[config.mk]
export PLATFORM = sky130hd
export DESIGN_NAME = box_mean_filter_3x3_unit
export DESIGN_NICKNAME = d
export VERILOG_FILES = /design/src/rtl/bmf_pkg.sv /design/src/rtl/bmf_row_store.sv /design/src/rtl/bmf_datapath.sv /design/src/rtl/bmf_ctrl.sv /design/src/rtl/box_mean_filter_3x3_unit.sv
export SDC_FILE = /design/constraint.sdc
export NUM_CORES = 2
export LEC_CHECK = 0
export ABC_AREA = 1
export BUFFER_PORTS_ARGS = -buffer_cell sky130_fd_sc_hd__buf_2
export CELL_PAD_IN_SITES_DETAIL_PLACEMENT = 1
export CELL_PAD_IN_SITES_GLOBAL_PLACEMENT = 2
export CORE_ASPECT_RATIO = 1.1
export CORE_UTILIZATION = 34
export CTS_CLUSTER_SIZE = 25
export DETAILED_ROUTE_END_ITERATION = 12
export GPL_ROUTABILITY_DRIVEN = 0
export PLACE_DENSITY = 0.8
export SYNTH_ARGS = -nofsm -noshare
export SYNTH_HDL_FRONTEND = slang
export SYNTH_SLANG_ARGS = --single-unit
[constraint.sdc]
create_clock -name clk -period 8.6 [get_ports clk]
set_input_delay 0.86 -clock clk [delete_from_list [all_inputs] [get_ports clk]]
set_output_delay 0.86 -clock clk [all_outputs]
set_load 0.02 [all_outputs]
[src/rtl/bmf_pkg.sv]
// ----------------------------------------------------------------------------
// bmf_pkg: shared types and constants of the 3x3 box mean filter
// Widths, reset values, reciprocal constants of the mean divider and the
// command and status groups that join controller and datapath.
// ----------------------------------------------------------------------------
package bmf_pkg;

	// Default row store depth (largest image side)
	localparam int MAX_SIZE_DEF = 32;

	// Field widths
	localparam int SIZE_W = 6;
	localparam int PIX_W  = 8;
	localparam int COL_W  = 10;                 // sum of one 3-pixel column
	localparam int SUM_W  = 12;                 // sum of up to nine pixels
	localparam int RECIP_W = 15;
	localparam int PROD_W = SUM_W + RECIP_W;
	localparam int RECIP_SHIFT = 16;

	// Image side after reset
	localparam logic [SIZE_W-1:0] IMAGE_SIZE_RESET = 6'd8;

	// Fixed-point reciprocals of the divisors, scaled by 2^RECIP_SHIFT
	localparam logic [RECIP_W-1:0] RECIP_4 = 15'd16384;
	localparam logic [RECIP_W-1:0] RECIP_6 = 15'd10923;
	localparam logic [RECIP_W-1:0] RECIP_9 = 15'd7282;

	// Neighbor count of one result
	typedef enum logic [1:0] {
		DIV_4,
		DIV_6,
		DIV_9
	} div_sel_t;

	// Commands from controller to datapath
	typedef struct packed {
		logic              wr_en;
		logic [1:0]        wr_sel;
		logic [SIZE_W-1:0] wr_col;
		logic              rd_en;
		logic [SIZE_W-1:0] rd_col;
		logic [2:0]        row_en;
		logic              col_en;
		logic              acc_clr;
		logic              mul_en;
		div_sel_t          div_sel;
		logic              out_load;
		logic              out_last;
		logic              out_eoi;
	} bmf_cmd_t;

	// Status from datapath to controller
	typedef struct packed {
		logic out_free;
	} bmf_stat_t;

endpackage

[src/rtl/bmf_row_store.sv]
// ----------------------------------------------------------------------------
// bmf_row_store: one image row of pixels
// Single write port, single read port with registered read data.
// ----------------------------------------------------------------------------
module bmf_row_store #(
	parameter int DEPTH  = bmf_pkg::MAX_SIZE_DEF,
	parameter int ADDR_W = $clog2(bmf_pkg::MAX_SIZE_DEF)
) (
	input  logic                     clk,
	input  logic                     wr_en,
	input  logic [ADDR_W-1:0]        wr_addr,
	input  logic [bmf_pkg::PIX_W-1:0] wr_data,
	input  logic                     rd_en,
	input  logic [ADDR_W-1:0]        rd_addr,
	output logic [bmf_pkg::PIX_W-1:0] rd_data
);
	import bmf_pkg::*;

	logic [PIX_W-1:0] mem_q [DEPTH];
	logic [PIX_W-1:0] rd_data_q;

	// Write one pixel
	always_ff @(posedge clk) begin
		if (wr_en) begin
			mem_q[wr_addr] <= wr_data;
		end
	end

	// Read one pixel, registered
	always_ff @(posedge clk) begin
		if (rd_en) begin
			rd_data_q <= mem_q[rd_addr];
		end
	end

	assign rd_data = rd_data_q;

endmodule

[src/rtl/bmf_datapath.sv]
// ----------------------------------------------------------------------------
// bmf_datapath: row stores, neighborhood accumulator, divider, output register
// Reads one column of three rows per cycle, sums the enabled pixels,
// divides by reciprocal multiplication and holds the result for the receiver.
// ----------------------------------------------------------------------------
module bmf_datapath #(
	parameter int MAX_SIZE = bmf_pkg::MAX_SIZE_DEF
) (
	input  logic                      clk,
	input  logic                      arst_n,
	input  logic [bmf_pkg::PIX_W-1:0] pixel_in,
	input  bmf_pkg::bmf_cmd_t         cmd,
	output bmf_pkg::bmf_stat_t        stat,
	output logic                      out_valid,
	input  logic                      out_ready,
	output logic [bmf_pkg::PIX_W-1:0] pixel_out,
	output logic                      last_of_run,
	output logic                      end_of_image
);
	import bmf_pkg::*;

	localparam int ADDR_W = $clog2(MAX_SIZE);

	logic [PIX_W-1:0]  rd_data [3];
	logic              valid_s1;
	logic [2:0]        row_en_s1;
	logic              col_en_s1;
	logic              clr_s1;
	logic [COL_W-1:0]  col_sum;
	logic [SUM_W-1:0]  acc_q;
	logic [RECIP_W-1:0] recip;
	logic [PROD_W-1:0] mul_q;
	logic              out_valid_q;
	logic [PIX_W-1:0]  pixel_out_q;
	logic              last_q;
	logic              eoi_q;

	// Three row stores, image row r lives in store r mod 3
	for (genvar g = 0; g < 3; g++) begin : g_store
		bmf_row_store #(
			.DEPTH  (MAX_SIZE),
			.ADDR_W (ADDR_W)
		) u_store (
			.clk     (clk),
			.wr_en   (cmd.wr_en && (cmd.wr_sel == 2'(g))),
			.wr_addr (cmd.wr_col[ADDR_W-1:0]),
			.wr_data (pixel_in),
			.rd_en   (cmd.rd_en),
			.rd_addr (cmd.rd_col[ADDR_W-1:0]),
			.rd_data (rd_data[g])
		);
	end

	// Delay read enables to line up with the read data
	always_ff @(posedge clk or negedge arst_n) begin
		if (!arst_n) begin
			valid_s1 <= 1'b0;
		end else begin
			valid_s1 <= cmd.rd_en;
		end
	end

	always_ff @(posedge clk) begin
		row_en_s1 <= cmd.row_en;
		col_en_s1 <= cmd.col_en;
		clr_s1    <= cmd.acc_clr;
	end

	// Sum the rows of one column that lie inside the image
	always_comb begin
		col_sum = '0;
		for (int k = 0; k < 3; k++) begin
			if (row_en_s1[k]) begin
				col_sum = col_sum + COL_W'(rd_data[k]);
			end
		end
	end

	// Accumulate columns
	always_ff @(posedge clk) begin
		if (valid_s1) begin
			acc_q <= (clr_s1 ? '0 : acc_q) + (col_en_s1 ? SUM_W'(col_sum) : '0);
		end
	end

	// Pick the reciprocal of the neighbor count
	always_comb begin
		case (cmd.div_sel)
			DIV_9:   recip = RECIP_9;
			DIV_6:   recip = RECIP_6;
			default: recip = RECIP_4;
		endcase
	end

	always_ff @(posedge clk) begin
		if (cmd.mul_en) begin
			mul_q <= PROD_W'(acc_q) * PROD_W'(recip);
		end
	end

	// Output register: load a mean, drop it once taken
	always_ff @(posedge clk or negedge arst_n) begin
		if (!arst_n) begin
			out_valid_q <= 1'b0;
		end else if (cmd.out_load) begin
			out_valid_q <= 1'b1;
		end else if (out_ready) begin
			out_valid_q <= 1'b0;
		end
	end

	always_ff @(posedge clk) begin
		if (cmd.out_load) begin
			pixel_out_q <= mul_q[RECIP_SHIFT +: PIX_W];
			last_q      <= cmd.out_last;
			eoi_q       <= cmd.out_eoi;
		end
	end

	assign stat.out_free = !out_valid_q || out_ready;
	assign out_valid     = out_valid_q;
	assign pixel_out     = pixel_out_q;
	assign last_of_run   = last_q;
	assign end_of_image  = eoi_q;

endmodule

[src/rtl/bmf_ctrl.sv]
// ----------------------------------------------------------------------------
// bmf_ctrl: controller of the 3x3 box mean filter
// Tracks the raster position, writes pixels, and sequences the column reads,
// multiply and output load of every result, including the final-row flush.
// ----------------------------------------------------------------------------
module bmf_ctrl #(
	parameter int MAX_SIZE = bmf_pkg::MAX_SIZE_DEF
) (
	input  logic                       clk,
	input  logic                       arst_n,
	input  logic                       in_valid,
	output logic                       in_ready,
	input  logic                       cfg_wr_en,
	input  logic [bmf_pkg::SIZE_W-1:0] cfg_wr_data,
	input  bmf_pkg::bmf_stat_t         stat,
	output bmf_pkg::bmf_cmd_t          cmd
);
	import bmf_pkg::*;

	typedef enum logic [2:0] {
		ST_IDLE,
		ST_READ,
		ST_WAIT,
		ST_MUL,
		ST_OUT
	} state_t;

	localparam logic [1:0] COL_LEFT  = 2'd0;
	localparam logic [1:0] COL_RIGHT = 2'd2;

	state_t            state_q;
	logic [SIZE_W-1:0] size_q;
	logic [SIZE_W-1:0] row_q, col_q;
	logic [1:0]        rowm_q;
	logic [SIZE_W-1:0] rr_q, cc_q, ce_q;
	logic [1:0]        rrm_q;
	logic              flush_q, in_flush_q;
	logic [1:0]        k_q;

	logic [SIZE_W-1:0] size_eff, size_m1;
	logic              wrap, accept, last_px, at_end;
	logic [SIZE_W-1:0] r_in, c_in;
	logic [1:0]        rm_in;
	logic              top_ok, bot_ok, left_ok, right_ok;
	logic [1:0]        top_sel, bot_sel;

	function automatic logic [1:0] mod3_inc(input logic [1:0] v);
		return (v == 2'd2) ? 2'd0 : v + 2'd1;
	endfunction

	function automatic logic [1:0] mod3_dec(input logic [1:0] v);
		return (v == 2'd0) ? 2'd2 : v - 2'd1;
	endfunction

	// Clamp the image side to the supported range
	always_comb begin
		if (size_q < SIZE_W'(2)) begin
			size_eff = SIZE_W'(2);
		end else if (size_q > SIZE_W'(MAX_SIZE)) begin
			size_eff = SIZE_W'(MAX_SIZE);
		end else begin
			size_eff = size_q;
		end
		size_m1 = size_eff - SIZE_W'(1);
	end

	// Position of the incoming pixel, wrapped to the image start if stale
	assign wrap    = (row_q >= size_eff) || (col_q >= size_eff);
	assign r_in    = wrap ? '0 : row_q;
	assign c_in    = wrap ? '0 : col_q;
	assign rm_in   = wrap ? 2'd0 : rowm_q;
	assign in_ready = (state_q == ST_IDLE);
	assign accept  = in_valid && in_ready;
	assign last_px = (r_in == size_m1) && (c_in == size_m1);

	// Neighborhood bounds of the current result
	assign top_ok   = (rr_q != '0);
	assign bot_ok   = (rr_q < size_m1);
	assign left_ok  = (cc_q != '0);
	assign right_ok = (cc_q < size_m1);
	assign top_sel  = mod3_dec(rrm_q);
	assign bot_sel  = mod3_inc(rrm_q);
	assign at_end   = (cc_q == ce_q);

	// State and sequencing registers
	always_ff @(posedge clk or negedge arst_n) begin
		if (!arst_n) begin
			state_q    <= ST_IDLE;
			size_q     <= IMAGE_SIZE_RESET;
			row_q      <= '0;
			col_q      <= '0;
			rowm_q     <= 2'd0;
			rr_q       <= '0;
			rrm_q      <= 2'd0;
			cc_q       <= '0;
			ce_q       <= '0;
			flush_q    <= 1'b0;
			in_flush_q <= 1'b0;
			k_q        <= 2'd0;
		end else begin
			case (state_q)
				ST_IDLE: begin
					if (accept) begin
						// advance the raster position
						if (c_in == size_m1) begin
							col_q <= '0;
							if (r_in == size_m1) begin
								row_q  <= '0;
								rowm_q <= 2'd0;
							end else begin
								row_q  <= r_in + SIZE_W'(1);
								rowm_q <= mod3_inc(rm_in);
							end
						end else begin
							col_q  <= c_in + SIZE_W'(1);
							row_q  <= r_in;
							rowm_q <= rm_in;
						end
						// results of the previous row become ready
						if ((r_in != '0) && (c_in != '0)) begin
							rr_q       <= r_in - SIZE_W'(1);
							rrm_q      <= mod3_dec(rm_in);
							cc_q       <= c_in - SIZE_W'(1);
							ce_q       <= (c_in == size_m1) ? c_in : c_in - SIZE_W'(1);
							flush_q    <= last_px;
							in_flush_q <= 1'b0;
							k_q        <= 2'd0;
							state_q    <= ST_READ;
						end
					end
				end
				ST_READ: begin
					if (k_q == COL_RIGHT) begin
						k_q     <= 2'd0;
						state_q <= ST_WAIT;
					end else begin
						k_q <= k_q + 2'd1;
					end
				end
				ST_WAIT: begin
					state_q <= ST_MUL;
				end
				ST_MUL: begin
					state_q <= ST_OUT;
				end
				ST_OUT: begin
					if (stat.out_free) begin
						if (!at_end) begin
							cc_q    <= cc_q + SIZE_W'(1);
							state_q <= ST_READ;
						end else if (flush_q) begin
							// flush the last row of the image
							rr_q       <= size_m1;
							rrm_q      <= mod3_inc(rrm_q);
							cc_q       <= '0;
							ce_q       <= size_m1;
							flush_q    <= 1'b0;
							in_flush_q <= 1'b1;
							state_q    <= ST_READ;
						end else begin
							in_flush_q <= 1'b0;
							state_q    <= ST_IDLE;
						end
					end
				end
				default: begin
					state_q <= ST_IDLE;
				end
			endcase
			// a size write restarts the image
			if (cfg_wr_en) begin
				size_q <= cfg_wr_data;
				row_q  <= '0;
				col_q  <= '0;
				rowm_q <= 2'd0;
			end
		end
	end

	// Datapath commands
	always_comb begin
		cmd          = '0;
		cmd.div_sel  = DIV_4;
		cmd.wr_en    = accept;
		cmd.wr_sel   = rm_in;
		cmd.wr_col   = c_in;
		case (state_q)
			ST_READ: begin
				cmd.rd_en   = 1'b1;
				cmd.acc_clr = (k_q == COL_LEFT);
				for (int k = 0; k < 3; k++) begin
					cmd.row_en[k] = (2'(k) == rrm_q) ||
						((2'(k) == top_sel) && top_ok) ||
						((2'(k) == bot_sel) && bot_ok);
				end
				if (k_q == COL_LEFT) begin
					cmd.col_en = left_ok;
					cmd.rd_col = left_ok ? cc_q - SIZE_W'(1) : cc_q;
				end else if (k_q == COL_RIGHT) begin
					cmd.col_en = right_ok;
					cmd.rd_col = right_ok ? cc_q + SIZE_W'(1) : cc_q;
				end else begin
					cmd.col_en = 1'b1;
					cmd.rd_col = cc_q;
				end
			end
			ST_MUL: begin
				cmd.mul_en = 1'b1;
				if (top_ok && bot_ok && left_ok && right_ok) begin
					cmd.div_sel = DIV_9;
				end else if ((top_ok && bot_ok) || (left_ok && right_ok)) begin
					cmd.div_sel = DIV_6;
				end else begin
					cmd.div_sel = DIV_4;
				end
			end
			ST_OUT: begin
				cmd.out_load = stat.out_free;
				cmd.out_last = at_end && !flush_q;
				cmd.out_eoi  = at_end && in_flush_q;
			end
			default: begin
				cmd.rd_en = 1'b0;
			end
		endcase
	end

endmodule

[src/rtl/box_mean_filter_3x3_unit.sv]
// ----------------------------------------------------------------------------
// box_mean_filter_3x3_unit: 3x3 box mean filter over a square image
// Pixels enter in raster order on the in_valid/in_ready channel; smoothed
// pixels leave on out_valid/out_ready, one row and one column behind.
// Each result is the truncated mean of the neighbors inside the image
// (divide by 4 at corners, 6 at edges, 9 inside). The image's last pixel
// also flushes the whole last row; end_of_image marks its final result and
// last_of_run marks the final result caused by each input item.
// cfg_wr_en/cfg_wr_data set the image side (2 to MAX_SIZE) and restart the
// image; write it only while the block is idle.
// An item that causes no result leaves the input ready. Each result is made
// in steps: three column reads from the row stores (one read port each),
// accumulate, reciprocal multiply and output load; no new item is taken
// until the item's results are done.
// The output register holds a result until taken; a stalled receiver holds
// the next result in the multiply register, and in_ready returns once the item's
// last result is loaded. Reset clears position and output valid, sets the
// side to 8; row stores are not cleared and need no clearing pass.
// ----------------------------------------------------------------------------
module box_mean_filter_3x3_unit #(
	parameter int MAX_SIZE = bmf_pkg::MAX_SIZE_DEF
) (
	input  logic                       clk,
	input  logic                       arst_n,
	input  logic                       in_valid,
	output logic                       in_ready,
	input  logic [bmf_pkg::PIX_W-1:0]  pixel_in,
	output logic                       out_valid,
	input  logic                       out_ready,
	output logic [bmf_pkg::PIX_W-1:0]  pixel_out,
	output logic                       last_of_run,
	output logic                       end_of_image,
	input  logic                       cfg_wr_en,
	input  logic [bmf_pkg::SIZE_W-1:0] cfg_wr_data
);
	import bmf_pkg::*;

	bmf_cmd_t  cmd;
	bmf_stat_t stat;

	bmf_ctrl #(
		.MAX_SIZE (MAX_SIZE)
	) u_ctrl (
		.clk         (clk),
		.arst_n      (arst_n),
		.in_valid    (in_valid),
		.in_ready    (in_ready),
		.cfg_wr_en   (cfg_wr_en),
		.cfg_wr_data (cfg_wr_data),
		.stat        (stat),
		.cmd         (cmd)
	);

	bmf_datapath #(
		.MAX_SIZE (MAX_SIZE)
	) u_datapath (
		.clk          (clk),
		.arst_n       (arst_n),
		.pixel_in     (pixel_in),
		.cmd          (cmd),
		.stat         (stat),
		.out_valid    (out_valid),
		.out_ready    (out_ready),
		.pixel_out    (pixel_out),
		.last_of_run  (last_of_run),
		.end_of_image (end_of_image)
	);

endmodule
# Word level (Yosys, flattened, before mapping)
# Memories as Yosys holds them, arrays and structs flattened. A register that Yosys moved wholly into a read port is not among the register bits.
# Cells that the tools add are included.
# Widths: inputs -> output; s select.
dict set report op_classes {
  mul 1
  muxes 93
  n_eq_ne 26
  addsub 15
  reduce_logical 50
  magnitude_cmp 6
}
# op count
set op_table {}
lappend op_table {{$mux 6} 26}
lappend op_table {{$mux 10} 4}
lappend op_table {{$mux 2} 19}
lappend op_table {{$pmux 6 s2} 3}
lappend op_table {{$pmux 15 s2} 1}
lappend op_table {{$mul 12x15->24} 1}
lappend op_table {{$reduce_bool 6->1} 4}
lappend op_table {{$mux 1} 22}
lappend op_table {{$mux 3} 7}
lappend op_table {{$mux 5} 4}
lappend op_table {{$add 6x1->6 const B} 3}
lappend op_table {{$eq 6x6->1} 3}
lappend op_table {{$logic_and 1x1->1} 18}
lappend op_table {{$sub 6x1->6 const B} 3}
lappend op_table {{$pmux 3 s5} 1}
lappend op_table {{$add 12x12->12} 1}
lappend op_table {{$ge 6x6->1} 2}
lappend op_table {{$lt 6x6->1} 2}
lappend op_table {{$mux 12} 1}
lappend op_table {{$add 10x8->10} 1}
lappend op_table {{$logic_not 2->1} 5}
lappend op_table {{$reduce_and 5->1} 2}
lappend op_table {{$reduce_bool 2->1} 5}
lappend op_table {{$add 8x8->9} 1}
lappend op_table {{25 further kinds} 52}
dict set report word_totals {
  memories 3
  elab_cells 216
  ramBits 768
  input_bits 19
  ff_bits 100
}
# memory words width read_ports rd_ports_with_merged_regs write_ports line_no
set mem_list {}
lappend mem_list {{u_datapath.g_store[0].u_store.mem_q} 32 8 1 1 1 bmf_row_store.sv:19} ;# logic [PIX_W-1:0] mem_q [DEPTH];
lappend mem_list {{u_datapath.g_store[1].u_store.mem_q} 32 8 1 1 1 bmf_row_store.sv:19}
lappend mem_list {{u_datapath.g_store[2].u_store.mem_q} 32 8 1 1 1 bmf_row_store.sv:19}

# Depth between registers and ports, before layout
dict set report depth {
  ltp_word 13
  mapped_depth 48
}

# Hierarchy
# Synthesis repeated with hierarchy kept, for this count alone.
dict set report hier_totals {
  cells_unflattened 4307
  hier_area_um2 44076.0
}
# mod area_each_um2 instances cells_per_inst
set modules_own_cells {}
lappend modules_own_cells {bmf_row_store 10866.7 3 922}
lappend modules_own_cells {bmf_datapath 7066.8 1 885}
lappend modules_own_cells {bmf_ctrl 4409.2 1 656}

# Least setup slack after synthesis
# No wires, ideal clock.
dict set report synth_timing {
  kind {reg2reg}
  from {reg u_ctrl.size_q[2]}
  to {reg u_datapath.mul_q[23], data pin}
  setup_ps 262
  arrival_time_ps 7746
  period_less_slack_ps 8008
  slack_ps 592
  path_buffers 2
  stages_incl_launch_ff 46
  path_cell_list {dfrtp_1 -> nor2_2 -> nand3_1 -> nand2_1 -> inv_1 -> ha_1 -> or2_2 -> nand2_1 -> inv_1 -> ha_1 -> o21ai_0 -> nand2_1 -> maj3_1 -> o211ai_1 -> nand2_1 -> inv_1 -> nand2_1 -> nor2_1 -> [10 not listed] -> inv_1 -> fa_1 -> fa_1 -> inv_1 -> fa_1 -> inv_1 -> ha_1 -> a21oi_1 -> o21ai_0 -> a21oi_1 -> nand2_1 -> nand3_1 -> nand2_1 -> nand3_1 -> nand2_1 -> a21o_1 -> a21oi_1 -> xor2_1}
}
dict set report synth_via {
  elab_chain_len 13
  elab_cells_between_ends 19
  classes_between {1 x add/sub; 1 x mul; 4 x order compare; 2 x eq/ne; 6 x mux; 5 x reduce/logical}
}
# item line_no
set synth_lines {}
lappend synth_lines {{from (decl)} bmf_ctrl.sv:32} ;# logic [SIZE_W-1:0] size_q;
lappend synth_lines {{from (signal assigned)} bmf_ctrl.sv:172} ;# size_q <= cfg_wr_data;
lappend synth_lines {{$gt 6x6->1} bmf_ctrl.sv:59} ;# end else if (size_q > SIZE_W'(MAX_SIZE)) begin
lappend synth_lines {{$mux 6} bmf_ctrl.sv:59}
lappend synth_lines {{$mux 6 *} bmf_ctrl.sv:57} ;# if (size_q < SIZE_W'(2)) begin
lappend synth_lines {{$sub 6x1->6 *} bmf_ctrl.sv:64} ;# size_m1 = size_eff - SIZE_W'(1);
lappend synth_lines {{$lt 6x6->1, on equally long branches} {bmf_ctrl.sv:78, bmf_ctrl.sv:80}}
lappend synth_lines {{$logic_and 1x1->1, on equally long branches} {bmf_ctrl.sv:209, bmf_ctrl.sv:211}}
lappend synth_lines {{$logic_or 1x1->1 / $logic_and 1x1->1 (equally long branches)} {bmf_ctrl.sv:211, bmf_ctrl.sv:209}}
lappend synth_lines {{$mux 1 / $logic_and 1x1->1 (equally long branches)} {bmf_ctrl.sv:211, bmf_ctrl.sv:209}}
lappend synth_lines {{$mux 2 *} bmf_ctrl.sv:209} ;# if (top_ok && bot_ok && left_ok && right_ok) begin
lappend synth_lines {{$mux 3 *} bmf_ctrl.sv:187} ;# case (state_q)
lappend synth_lines {{$eq 2x1->1 / $eq 2x2->1 (equally long branches)} bmf_datapath.sv:88} ;# case (cmd.div_sel)
lappend synth_lines {{$pmux 15 s2 *} bmf_datapath.sv:88}
lappend synth_lines {{$mul 12x15->24 *} bmf_datapath.sv:97} ;# mul_q <= PROD_W'(acc_q) * PROD_W'(recip);
lappend synth_lines {{to (signal assigned)} bmf_datapath.sv:97}
lappend synth_lines {{to (decl)} bmf_datapath.sv:32} ;# logic [PROD_W-1:0] mul_q;
# Mark *: on every way between the ends. The rest lies on a longest branch, timed or not.
# A chain may end at the register's enable or synchronous reset.

# Worst setup path after layout
dict set report layout_timing {
  from {reg u_ctrl.size_q[1]}
  to {reg u_datapath.mul_q[23], data pin}
}
# The elaborated chain is that of the path after synthesis.

==> impl_metrics.yaml <==
global_route:
  antenna_found_initial: 1
  grt_pass1_wl_mm: 213
  grt_max_degree: 188
  grt_pass1_vias: 35500
  grtUsageTotal_pct: 19.9
  grt_overflow: 0
floorplanning:
  pin_count: 31
  core_area_um2: 135000
  fp.dieH_um: 389
  fp.dieW_um: 354
  rows: 141
  start_util_pct: 34.4
  dieArea_um2: 138000
clock_network:
  insertion_delay_ns: 0.75
  clock_path_buffers: 3
  cts-root-buf: "clkbuf_16"
  holdBufCountCts: 0
  tritoncts: "built"
  path_clk_slew_ns: 0.06
  cts_buffers: 99
  numClockSinks: 876
  htree_levels: 3
timing:
  setup_viol: 0
  fin_crit_sh_pct: 93.4
  period_needed_ns: 8.03
  worst_clock_skew_ns: 0.0544
  worst_pin_slew_ns: 1.37
  setup_slack_ns: 0.565
  maxSlewViolCount: 0
  hold_viol: 0
  max_freq_mhz: 124
  slew_headroom_pct: 8.24
critical_path:
  r2r_end: "u_datapath.mul_q[23]"
  arrival_ns: 8.47
  critical_path_class: "reg -> reg"
  cp-end-kind: "flip-flop"
  cp_top_family: "adder cells"
  critPathCapture: "u_datapath.mul_q[23]"
  rr_worst_depth: 44
  critPathLaunchType: "flip-flop"
  cpMostUsedCell: "inv_1"
  crit_slowest_cell: "fa_1"
  crit_buf_inv: 10
  required_ns: 9.04
  critPathLaunch: "u_ctrl.size_q[1]"
  cp_slowest_stage_delay_ns: 0.58
  crit_fanout: 19
  r2r_slack_ns: 0.57
  cp.depth: 44
  r2r-start: "u_ctrl.size_q[1]"
layout:
  area_growth_pct: 11.3
  drive_gt1_share_pct: 6.40
  antenna_cells: 0
  fill_cells: 15200
  nets: 4990
  final_cell_mix: "inv_1 (1052), edfxtp_1 (822), nand2_1 (754), nand3_1 (677), nand4_1 (369)"
  mostFrequentLayoutCell: "inv_1"
drt:
  drt_iter0_markers: 2558
  dr.pass1.iters: 5
  wl_per_cell_um: 20.8
  drt-vias-per-instance: 5.13
  drt-total-wl_mm: 138
  num_vias: 33900
  ant_nets: 0
  drc: 0
place:
  io_buffers: 30
  place_ws_ns: 0.134
  dp_hpwl_mm: 83.4
synth:
  synth_ff_type: "edfxtp_1"
  synth.distinct_cells: 52
  yosysTopAreaCellShare_pct: 53.3
  synth_seq_cells: 876
  yosysSeqAreaShare_pct: 56.2
  synthCells: 4799
  synth-edff-count: 822
  syn-mean-instance-area_um2: 9.65
  yosys.area.top_type: "edfxtp_1"
  yosysWarnings: 0
  netlist_area_um2: 46300
  synthArstFlopShare_pct: 5.59
  yosys-top-cells-area: "edfxtp_1 (53%), inv_1 (8.5%), nand3_1 (7.3%)"
power:
  peakVddDrop_mv: 0.368
  power.total_uw: 17500
  power_density_nw_per_um2: 339
  power.leakage_uw: 0.0226
status:
  status: "finished clean"
worst_hold_path:
  worstHoldPathType: "in -> async"
job:
  cap_violations: 0
## through the flow
step	util, %	hold WS, ns	cells	area [um2]	setup TNS, ns
after floorplan	-	0.400	4800	46300	0
after global placement	35.8	0.405	6428	48200	0
after detailed placement	35.8	0.409	6428	48200	0
after CTS	38.2	0.265	6610	51400	0
after global routing	38.3	0.295	6612	51500	-0.00616
final	38.3	0.265	6612	51500	0
## routing by layer
metal	up-vias	GRT usage, %	part of all wire (%)	wire [um]
li1	15800	-	-	-
met1	17200	25.8	43	59500
met5	-	0	0.0094	13
met4	2	6.85	2.8	3870
met2	726	34.4	50	68600
met3	197	2.14	4.1	5590
## worst register-to-register path, delay by kind of cell (launching register included)
| kind | cells | cell delay (ns) |
|---|---|---|
| flip-flops | 1 | 0.40 |
| AND/OR/NAND/NOR | 16 | 1.70 |
| adder cells (fa/ha/maj) | 10 | 3.89 |
| AO/OA/AOI/OAI | 7 | 0.95 |
| XOR/XNOR | 1 | 0.08 |
| buffers and inverters | 10 | 0.73 |
## sequential cells by signal, indices dropped and copies added (netlist names), 2 cells and up
register	flops
u_datapath.row_en_s1	3
u_ctrl.col_q	6
u_ctrl.ce_q	6
u_ctrl.rrm_q	2
u_datapath.acc_q	12
u_ctrl.rr_q	6
u_ctrl.size_q	6
u_ctrl.state_q	3
u_datapath.g_store.u_store.rd_data	24
u_ctrl.k_q	2
u_ctrl.row_q	6
u_ctrl.cc_q	6
u_datapath.pixel_out	8
u_datapath.g_store.u_store.mem_q	768
u_datapath.mul_q	8
u_ctrl.rowm_q	2
## how the worst min path moves through the flow
stage / cells after the start / to / start / slack [ns]
2_1_floorplan: 0 / u_datapath.pixel_out[0] / u_datapath.mul_q[16] / 0.40
3_3_place_gp: 0 / u_datapath.pixel_out[2] / u_datapath.mul_q[18] / 0.40
3_5_place_dp: 0 / u_datapath.pixel_out[4] / u_datapath.mul_q[20] / 0.41
4_1_cts: 2 / u_ctrl.size_q[0] / arst_n / 0.27
5_1_grt: 2 / u_ctrl.size_q[2] / arst_n / 0.30
6_report: 2 / u_ctrl.size_q[2] / arst_n / 0.27
## logic make-up (layout without fill, tap and decap cells)
| logic type | Yosys count | count (layout) | share of synthesized area, % |
|---|---|---|---|
| AOI/OAI and AO/OA | 198 | 198 | 2.43 |
| xor gates and xnor gates | 56 | 56 | 1.06 |
| adders and majority gates | 228 | 228 | 7.58 |
| buffers and inverters | 1342 | 1367 | 11.5 |
| DFF | 876 | 876 | 56.2 |
| other | 1 | 2 | 0.00810 |
| and+or+nand+nor | 2098 | 2098 | 21.2 |
## area by class of cell
class                           count  area, um2  share of cell area, %
Inverter                         1066       4020                   7.80
Clock inverter                     62        638                   1.24
Timing Repair Buffer              119        938                   1.82
Sequential cell                   876      26000                   50.5
Multi-Input combinational cell   2582      15100                   29.4
Tap cell                         1787       2240                   4.34
Clock buffer                      120       2560                   4.96
## synthesized netlist by cell type, types with 8 or more instances
master,instances
o21ai_0,63
edfxtp_1,822
xor2_1,38
nand2_1,757
nor3_1,83
ha_1,139
fa_1,88
nand3_1,679
buf_6,13
o22ai_1,16
a21oi_1,71
clkbuf_1,127
dfrtp_1,48
xnor2_1,18
inv_1,1053
buf_1,9
buf_2,118
nand4_1,369
nor2_1,188
buf_4,8
## report_power, final
group | leakage (uW) | internal (uW) | switching, uW
clock | 0.00154 | 2380 | 1850
sequential | 0.00805 | 4990 | 178
combinational | 0.0130 | 2180 | 5880
total | 0.0226 | 9550 | 7900
## repair_timing
action / in CTS / in global routing
resized for setup: 0 / 22
buffers inserted: 0 / 0
setup endpoints to repair: 0 / 6
Power figures use the tool's default switching activity.
